--- src/aqhs_pkg.sv ---
// shared types, constants and the pulse brightness table of the hue smoother
package aqhs_pkg;

	// fixed-point fraction bits of the smoothed hue
	localparam int HUE_FRACTION_BITS = 16;

	// configuration register indexes
	localparam int CFG_INDEX_W = 3;
	localparam logic [CFG_INDEX_W-1:0] REG_GREEN_LIMIT    = 3'd0;
	localparam logic [CFG_INDEX_W-1:0] REG_RED_LIMIT      = 3'd1;
	localparam logic [CFG_INDEX_W-1:0] REG_GREEN_HUE      = 3'd2;
	localparam logic [CFG_INDEX_W-1:0] REG_WARMUP_HUE     = 3'd3;
	localparam logic [CFG_INDEX_W-1:0] REG_SMOOTHING_GAIN = 3'd4;

	// register reset values
	localparam logic [15:0] GREEN_LIMIT_RST    = 16'd10;
	localparam logic [15:0] RED_LIMIT_RST      = 16'd200;
	localparam logic [15:0] GREEN_HUE_RST      = 16'd21845;
	localparam logic [15:0] WARMUP_HUE_RST     = 16'd43690;
	localparam logic [15:0] SMOOTHING_GAIN_RST = 16'd1311;

	// integer part of the smoothed hue after reset
	localparam logic [15:0] RESET_HUE = 16'd21845;

	// quotient bits of the gradient divide
	localparam int DIV_STEPS = 16;

	// pulse phase is kept as slot = phase / 10, five slots
	localparam int SLOT_W = 3;
	localparam logic [SLOT_W-1:0] SLOT_LAST_WRAP = 3'd3;
	localparam logic [SLOT_W-1:0] SLOT_STEP      = 3'd2;

	// commands from controller to datapath
	typedef struct packed {
		logic load;
		logic prod;
		logic div_step;
		logic quot;
		logic diff;
		logic mlo;
		logic mhi;
		logic commit;
	} cmd_t;

	// status from datapath to controller
	typedef struct packed {
		logic need_div;
	} status_t;

	// rounded sine brightness for each phase slot
	function automatic logic [7:0] pulse_level(input logic [SLOT_W-1:0] slot);
		logic [7:0] lvl;
		case (slot)
			3'd0: lvl = 8'd128;
			3'd1: lvl = 8'd249;
			3'd2: lvl = 8'd202;
			3'd3: lvl = 8'd53;
			3'd4: lvl = 8'd6;
			default: lvl = 8'd128;
		endcase
		return lvl;
	endfunction

endpackage

--- src/aqhs_ctrl.sv ---
// controller state machine of the hue smoother
module aqhs_ctrl (
	input  logic            clk,
	input  logic            arst_n,
	input  logic            s_tvalid,
	output logic            s_tready,
	output logic            m_tvalid,
	input  logic            m_tready,
	input  aqhs_pkg::status_t status,
	output aqhs_pkg::cmd_t  cmd
);

	localparam logic [2:0] ST_IDLE = 3'd0;
	localparam logic [2:0] ST_PROD = 3'd1;
	localparam logic [2:0] ST_DIV  = 3'd2;
	localparam logic [2:0] ST_QUOT = 3'd3;
	localparam logic [2:0] ST_DIFF = 3'd4;
	localparam logic [2:0] ST_MLO  = 3'd5;
	localparam logic [2:0] ST_MHI  = 3'd6;
	localparam logic [2:0] ST_DONE = 3'd7;

	localparam int CNT_W = $clog2(aqhs_pkg::DIV_STEPS);
	localparam logic [CNT_W-1:0] CNT_LAST = CNT_W'(aqhs_pkg::DIV_STEPS - 1);

	logic [2:0]       state_q, state_nx;
	logic [CNT_W-1:0] cnt_q;
	logic             out_valid_q;
	logic             slot_free;

	assign s_tready  = (state_q == ST_IDLE);
	assign m_tvalid  = out_valid_q;
	assign slot_free = !out_valid_q || m_tready;

	// next state and commands
	always_comb begin
		state_nx = state_q;
		cmd = '0;
		case (state_q)
			ST_IDLE: begin
				if (s_tvalid) begin
					cmd.load = 1'b1;
					state_nx = ST_PROD;
				end
			end
			ST_PROD: begin
				cmd.prod = 1'b1;
				state_nx = status.need_div ? ST_DIV : ST_DIFF;
			end
			ST_DIV: begin
				cmd.div_step = 1'b1;
				if (cnt_q == CNT_LAST) state_nx = ST_QUOT;
			end
			ST_QUOT: begin
				cmd.quot = 1'b1;
				state_nx = ST_DIFF;
			end
			ST_DIFF: begin
				cmd.diff = 1'b1;
				state_nx = ST_MLO;
			end
			ST_MLO: begin
				cmd.mlo = 1'b1;
				state_nx = ST_MHI;
			end
			ST_MHI: begin
				cmd.mhi = 1'b1;
				state_nx = ST_DONE;
			end
			ST_DONE: begin
				if (slot_free) begin
					cmd.commit = 1'b1;
					state_nx = ST_IDLE;
				end
			end
			default: state_nx = ST_IDLE;
		endcase
	end

	// state, divide step counter and output valid
	always_ff @(posedge clk or negedge arst_n) begin
		if (!arst_n) begin
			state_q     <= ST_IDLE;
			cnt_q       <= '0;
			out_valid_q <= 1'b0;
		end else begin
			state_q <= state_nx;
			if (state_q == ST_DIV) cnt_q <= cnt_q + 1'b1;
			else cnt_q <= '0;
			if (cmd.commit) out_valid_q <= 1'b1;
			else if (m_tready) out_valid_q <= 1'b0;
		end
	end

`ifndef SYNTHESIS
	a_accept_starts: assert property (@(posedge clk) disable iff (!arst_n)
		(s_tvalid && s_tready) |=> (state_q == ST_PROD))
		else $error("accepted request did not start processing");
	a_div_length: assert property (@(posedge clk) disable iff (!arst_n)
		(state_q == ST_DIV && cnt_q == CNT_LAST) |=> (state_q == ST_QUOT))
		else $error("divide did not end after its last step");
	a_no_overwrite: assert property (@(posedge clk) disable iff (!arst_n)
		cmd.commit |-> (!out_valid_q || m_tready))
		else $error("result written over a pending result");
	a_valid_from_commit: assert property (@(posedge clk) disable iff (!arst_n)
		$rose(out_valid_q) |-> $past(cmd.commit))
		else $error("output valid rose without a commit");
`endif

endmodule

--- src/aqhs_datapath.sv ---
// datapath of the hue smoother: registers, target divide, smoothing multiply, pulse phase
module aqhs_datapath #(
	parameter int FRAC_BITS = aqhs_pkg::HUE_FRACTION_BITS
) (
	input  logic                              clk,
	input  logic                              arst_n,
	input  logic                              cfg_we,
	input  logic [aqhs_pkg::CFG_INDEX_W-1:0]  cfg_index,
	input  logic [15:0]                       cfg_data,
	input  logic [15:0]                       air_index,
	input  logic                              warming,
	input  aqhs_pkg::cmd_t                    cmd,
	output aqhs_pkg::status_t                 status,
	output logic [15:0]                       hue,
	output logic                              pulsing,
	output logic [7:0]                        blue_level
);

	localparam int HW  = 16 + FRAC_BITS;   // smoothed hue width
	localparam int DW  = HW + 1;           // signed difference width
	localparam int HIW = DW - 16;          // upper part of the difference
	localparam int HPW = HIW + 17;         // upper partial product
	localparam int SW  = HPW + 1;          // update sum width

	// configuration
	logic [15:0] green_limit_q, red_limit_q, green_hue_q, warmup_hue_q, gain_q;

	// state
	logic [HW-1:0]                     smoothed_q;
	logic [aqhs_pkg::SLOT_W-1:0]       slot_q;

	// working registers
	logic [15:0]           idx_q;
	logic                  warm_q;
	logic [15:0]           target_q;
	logic [15:0]           rem_q;
	logic [15:0]           quo_q;
	logic signed [DW-1:0]  diff_q;
	logic [31:0]           lo_q;
	logic signed [HPW-1:0] hi_q;
	logic [15:0]           hue_q;
	logic                  pulsing_q;
	logic [7:0]            blue_q;

	logic                  above_red, at_green;
	logic [15:0]           num, span;
	logic [31:0]           prod_w;
	logic [16:0]           trial, trial_sub;
	logic                  trial_ge;
	logic [DW-1:0]         diff_w;
	logic signed [SW-1:0]  delta_w, sum_w;
	logic [HW-1:0]         new_hue_w;
	logic [aqhs_pkg::SLOT_W-1:0] slot_nx;

	// configuration writes
	always_ff @(posedge clk or negedge arst_n) begin
		if (!arst_n) begin
			green_limit_q <= aqhs_pkg::GREEN_LIMIT_RST;
			red_limit_q   <= aqhs_pkg::RED_LIMIT_RST;
			green_hue_q   <= aqhs_pkg::GREEN_HUE_RST;
			warmup_hue_q  <= aqhs_pkg::WARMUP_HUE_RST;
			gain_q        <= aqhs_pkg::SMOOTHING_GAIN_RST;
		end else if (cfg_we) begin
			case (cfg_index)
				aqhs_pkg::REG_GREEN_LIMIT:    green_limit_q <= cfg_data;
				aqhs_pkg::REG_RED_LIMIT:      red_limit_q   <= cfg_data;
				aqhs_pkg::REG_GREEN_HUE:      green_hue_q   <= cfg_data;
				aqhs_pkg::REG_WARMUP_HUE:     warmup_hue_q  <= cfg_data;
				aqhs_pkg::REG_SMOOTHING_GAIN: gain_q        <= cfg_data;
				default: ;
			endcase
		end
	end

	// index classification and gradient product
	assign above_red       = idx_q >= red_limit_q;
	assign at_green        = idx_q <= green_limit_q;
	assign status.need_div = !warm_q && !above_red && !at_green;
	assign num    = idx_q - green_limit_q;
	assign span   = red_limit_q - green_limit_q;
	assign prod_w = {16'd0, green_hue_q} * {16'd0, num};

	// one restoring divide step, product fits since quotient < 2^16
	assign trial     = {rem_q, quo_q[15]};
	assign trial_sub = trial - {1'b0, span};
	assign trial_ge  = trial >= {1'b0, span};

	// signed difference between target and smoothed hue
	assign diff_w = DW'({target_q, {FRAC_BITS{1'b0}}}) - DW'(smoothed_q);

	// floor of diff * gain / 2^16 from two partial products
	assign delta_w   = SW'(hi_q) + $signed({{(SW-16){1'b0}}, lo_q[31:16]});
	assign sum_w     = $signed({3'b000, smoothed_q}) + delta_w;
	assign new_hue_w = sum_w[HW-1:0];

	// next pulse slot: phase + 20 mod 50
	assign slot_nx = (slot_q >= aqhs_pkg::SLOT_LAST_WRAP) ? slot_q - aqhs_pkg::SLOT_LAST_WRAP
		: slot_q + aqhs_pkg::SLOT_STEP;

	// working registers
	always_ff @(posedge clk) begin
		if (cmd.load) begin
			idx_q  <= air_index;
			warm_q <= warming;
		end
		if (cmd.prod) begin
			rem_q <= prod_w[31:16];
			quo_q <= prod_w[15:0];
			if (warm_q) target_q <= warmup_hue_q;
			else if (above_red) target_q <= 16'd0;
			else target_q <= green_hue_q;
		end
		if (cmd.div_step) begin
			rem_q <= trial_ge ? trial_sub[15:0] : trial[15:0];
			quo_q <= {quo_q[14:0], trial_ge};
		end
		if (cmd.quot) target_q <= green_hue_q - quo_q;
		if (cmd.diff) diff_q <= $signed(diff_w);
		if (cmd.mlo) lo_q <= {16'd0, diff_q[15:0]} * {16'd0, gain_q};
		if (cmd.mhi) hi_q <= $signed(diff_q[DW-1:16]) * $signed({1'b0, gain_q});
		if (cmd.commit) begin
			hue_q     <= new_hue_w[HW-1:FRAC_BITS];
			pulsing_q <= warm_q;
			blue_q    <= warm_q ? aqhs_pkg::pulse_level(slot_nx) : 8'd0;
		end
	end

	// smoothed hue and pulse phase
	always_ff @(posedge clk or negedge arst_n) begin
		if (!arst_n) begin
			smoothed_q <= {aqhs_pkg::RESET_HUE, {FRAC_BITS{1'b0}}};
			slot_q     <= '0;
		end else if (cmd.commit) begin
			smoothed_q <= new_hue_w;
			if (warm_q) slot_q <= slot_nx;
		end
	end

	assign hue        = hue_q;
	assign pulsing    = pulsing_q;
	assign blue_level = blue_q;

endmodule

--- src/air_quality_hue_smoother_unit.sv ---
// top level of the air-quality hue smoother
// One request per update tick: air index in s_tdata, warm-up flag in s_tuser. Each request
// gives one result: integer hue of the smoothed Q(16.FRAC) hue, pulsing flag and blue level.
// When the target needs no divide (warming, index at or below green_limit, or at or above
// red_limit), a request runs through the product, difference, low and high multiply states
// to the commit; when the index lies on the gradient, the 16-step restoring divider and a
// quotient state come between product and difference. The commit waits for a free output.
// The next request is taken once the current one has been placed in the output register,
// even while that result still waits for m_tready.
module air_quality_hue_smoother_unit #(
	parameter int HUE_FRACTION_BITS = aqhs_pkg::HUE_FRACTION_BITS
) (
	input  logic                             clk,
	input  logic                             arst_n,
	input  logic                             cfg_we,
	input  logic [aqhs_pkg::CFG_INDEX_W-1:0] cfg_index,
	input  logic [15:0]                      cfg_data,
	input  logic                             s_tvalid,
	output logic                             s_tready,
	input  logic [15:0]                      s_tdata,   // [15:0] air_index
	input  logic                             s_tuser,   // [0] warming
	output logic                             m_tvalid,
	input  logic                             m_tready,
	output logic [23:0]                      m_tdata,   // [15:0] hue, [23:16] blue_level
	output logic                             m_tuser    // [0] pulsing
);

	aqhs_pkg::cmd_t    cmd;
	aqhs_pkg::status_t status;
	logic [15:0]       hue;
	logic [7:0]        blue_level;

	// sequencing
	aqhs_ctrl u_ctrl (
		.clk      (clk),
		.arst_n   (arst_n),
		.s_tvalid (s_tvalid),
		.s_tready (s_tready),
		.m_tvalid (m_tvalid),
		.m_tready (m_tready),
		.status   (status),
		.cmd      (cmd)
	);

	// arithmetic and state
	aqhs_datapath #(
		.FRAC_BITS (HUE_FRACTION_BITS)
	) u_datapath (
		.clk        (clk),
		.arst_n     (arst_n),
		.cfg_we     (cfg_we),
		.cfg_index  (cfg_index),
		.cfg_data   (cfg_data),
		.air_index  (s_tdata),
		.warming    (s_tuser),
		.cmd        (cmd),
		.status     (status),
		.hue        (hue),
		.pulsing    (m_tuser),
		.blue_level (blue_level)
	);

	assign m_tdata = {blue_level, hue};

endmodule
--- config.mk ---
export PLATFORM = sky130hd
export DESIGN_NAME = air_quality_hue_smoother_unit
export DESIGN_NICKNAME = d
export VERILOG_FILES = /design/src/aqhs_pkg.sv /design/src/aqhs_ctrl.sv /design/src/aqhs_datapath.sv /design/src/air_quality_hue_smoother_unit.sv
export SDC_FILE = /design/constraint.sdc
export NUM_CORES = 2
export LEC_CHECK = 0
export ABC_CLOCK_PERIOD_IN_PS = 26400
export BUFFER_PORTS_ARGS = -buffer_cell sky130_fd_sc_hd__buf_2
export CAP_MARGIN = 15
export CORE_MARGIN = 2
export CORE_UTILIZATION = 42
export DETAILED_ROUTE_END_ITERATION = 12
export PLACE_DENSITY = 0.69
export SLEW_MARGIN = 30
export SYNTH_ARGS = -nofsm -noshare
export SYNTH_HDL_FRONTEND = slang
export SYNTH_SLANG_ARGS = --single-unit
--- constraint.sdc ---
create_clock -name clk -period 26.4 [get_ports clk]
set_input_delay 5.28 -clock clk [delete_from_list [all_inputs] [get_ports clk]]
set_output_delay 5.28 -clock clk [all_outputs]
set_load 0.01 [all_outputs]
==> metrics.yaml <==
sta:
  tns_ns: 0
  setup_viol: 0
  slew_headroom_pct: 31.6
  min_period_over_period_pct: 34.6
  fin_skew_ns: 0.0314
  tightest_slew_ns: 1.01
  fin_crit_ns: 9.13
  hold_viol_final: 0
  fmax_mhz: 109
  rsz0062_at_grt: "no"
  drv_slew: 0
final_layout:
  regMostFlops: "u_datapath.diff_q"
  reg_top3: "u_datapath.diff_q (33), u_datapath.hi_q (32), u_datapath.smoothed_q (32)"
  nNetsFinal: 5608
  fin_util_pct: 45.7
  largest_reg_flops: 33
  seqCellArea_um2: 8170
  antennaDiodeCount: 0
  layout-drive-gt1-share_pct: 6.75
  n_fill_cell: 9588
  final_common_cell: "inv_1"
  layout_common_cells: "865 x inv_1, 675 x fa_1, 602 x nand2_1, 432 x ha_1, 307 x and2_1"
  syn2layout_area_growth_pct: 7.53
  multi_input_area_um2: 30700
  fin_cells: 5848
route:
  vias_per_cell: 5.19
  ant_nets: 0
  vias: 30351
  drcViolationCount: 0
  totalWireLength_um: 105000
  dr.pass1.iters: 6
  wire_per_inst_um: 17.9
  drtIter0Drc: 1907
global_routing:
  grt_pass1_wl_um: 173000
  grt_pass1_vias: 32311
  track_usage_pct: 21.0
  grt-ovfl-total: 0
  use_met1_pct: 27.4
  gr-usage-met2_pct: 35.3
  met3_usage_pct: 2.70
  antenna_found_initial: 4
  grt_start_max_net_pins: 69
  busiest_layer: "met2"
die:
  die_h_um: 323
  fp.dieArea_um2: 104000
  io_pins: 68
  fp.coreArea_um2: 100000
  die_w_um: 323
  row_count: 116
  start_util_pct: 42.5
logic_synthesis:
  synthCells: 4471
  ys_ff_latch: 291
  synth_top_cell_by_area: "fa_1"
  synth_top_area_share_pct: 31.6
  syn_area_um2: 42700
  syn_nets: 5619
  syn_avg_cell_area_um2: 9.55
  ys_types: 76
  seq_area_frac_synth_pct: 19.1
  yosysWarnings: 0
  ys_async_sr_fraction_pct: 42.3
  synth-edff-count: 168
  synth_ff_type: "edfxtp_1"
  synth_area_leaders: "fa_1 32%, ha_1 13%, edfxtp_1 12%"
clock_network:
  cts-htree-levels: 2
  cts.sinks: 291
  cts_hold_buffers: 0
  post_cts_resized: 0
  post_cts.repair.setup_buffers: 0
  clock_latency_ns: 0.58
  cts_made_buffers: 39
  tritoncts: "built"
  cts-root-buf: "clkbuf_16"
  path_clk_slew_ns: 0.06
  cts_buffer_depth: 3
setup_path:
  worstPathRequired_ns: 26.68
  crit_arrival_ns: 9.42
  cp_max_fo: 15
  slowest_stage: "fa_1"
  crit_path_frequent_cell: "fa_1"
  critPathLaunchType: "register"
  worst-setup-path-type: "register to register"
  cpLargestDelayFamily: "adder cells"
  cp.buffers_inverters: 2
  critPathMaxStageDelay_ns: 0.52
  crit_path_end_kind: "register"
place:
  dp.cells: 5776
  place.gp.congestion: 0.911
  post-dp-hpwl_um: 82800
  port_buffers: 67
min_path:
  worstHoldPathType: "register to register"
job:
  cap_violations: 0
status:
  status: "finished clean"
-- path summary, 6_finish.rpt --
path	from	to	cells past startpoint	slack, ns
max in group asynchronous	arst_n	u_datapath.green_hue_q[7]	2	20.37
hold reg to reg	u_ctrl.cnt_q[0]	u_ctrl.cnt_q[0]	1	0.46
setup / recovery	u_datapath.green_limit_q[0]	u_datapath.rem_q[14]	33	17.27
hold / removal	u_ctrl.cnt_q[0]	u_ctrl.cnt_q[0]	1	0.46
min in group asynchronous	arst_n	u_datapath.smoothed_q[7]	1	4.73
setup reg to reg	u_datapath.green_limit_q[0]	u_datapath.rem_q[14]	33	17.27
-- synth_stat cells, types with 87 or more instances --
cell      instances
fa_1            675
nand2_1         602
and2_1          308
dfrtp_1          87
ha_1            432
nor2_1          122
xnor2_1         126
o21ai_0         154
a21oi_1         141
edfxtp_1        168
clkbuf_1        150
inv_1           866
-- through the flow --
stage	instance area (µm²)	hold slack [ns]	setup slack (ns)
floorplan	42700	0.433	18.11
global placement	44500	0.455	17.30
detailed placement	44500	0.464	17.39
CTS	45900	0.472	17.32
global route	45900	0.482	16.49
finish	45900	0.463	17.27
-- area by class of cell --
cell class                      count  share of cell area, %
Tap cell                         1357                   3.70
Sequential cell                   291                   17.8
Inverter                          867                   7.09
Clock inverter                     27                  0.706
Clock buffer                       45                   2.29
Multi-Input combinational cell   3149                   66.9
Timing Repair Buffer              112                   1.57
-- logic make-up (layout without fill, tap and decap cells) --
| logic type | after synthesis | after routing | synth area share [%] |
|---|---|---|---|
| AO/OA/AOI/OAI | 531 | 531 | 7.86 |
| XOR/XNOR | 189 | 189 | 3.88 |
| adder cells (fa/ha/maj) | 1107 | 1107 | 44.3 |
| buffers and inverters | 1031 | 1051 | 9.13 |
| flip-flops | 291 | 291 | 19.1 |
| multiplexers | 65 | 65 | 1.69 |
| AND/OR/NAND/NOR | 1257 | 1257 | 14.0 |
-- routing by layer --
layer	vias to the layer above	part of all wire (%)
met5	-	0
met4	0	4.6
met2	755	48
met1	15381	43
li1	14030	-
met3	185	5.1
Power is left out: the tool's default activity adds up to more than one toggle a clock period on the data nets, which glitch-free logic cannot reach.
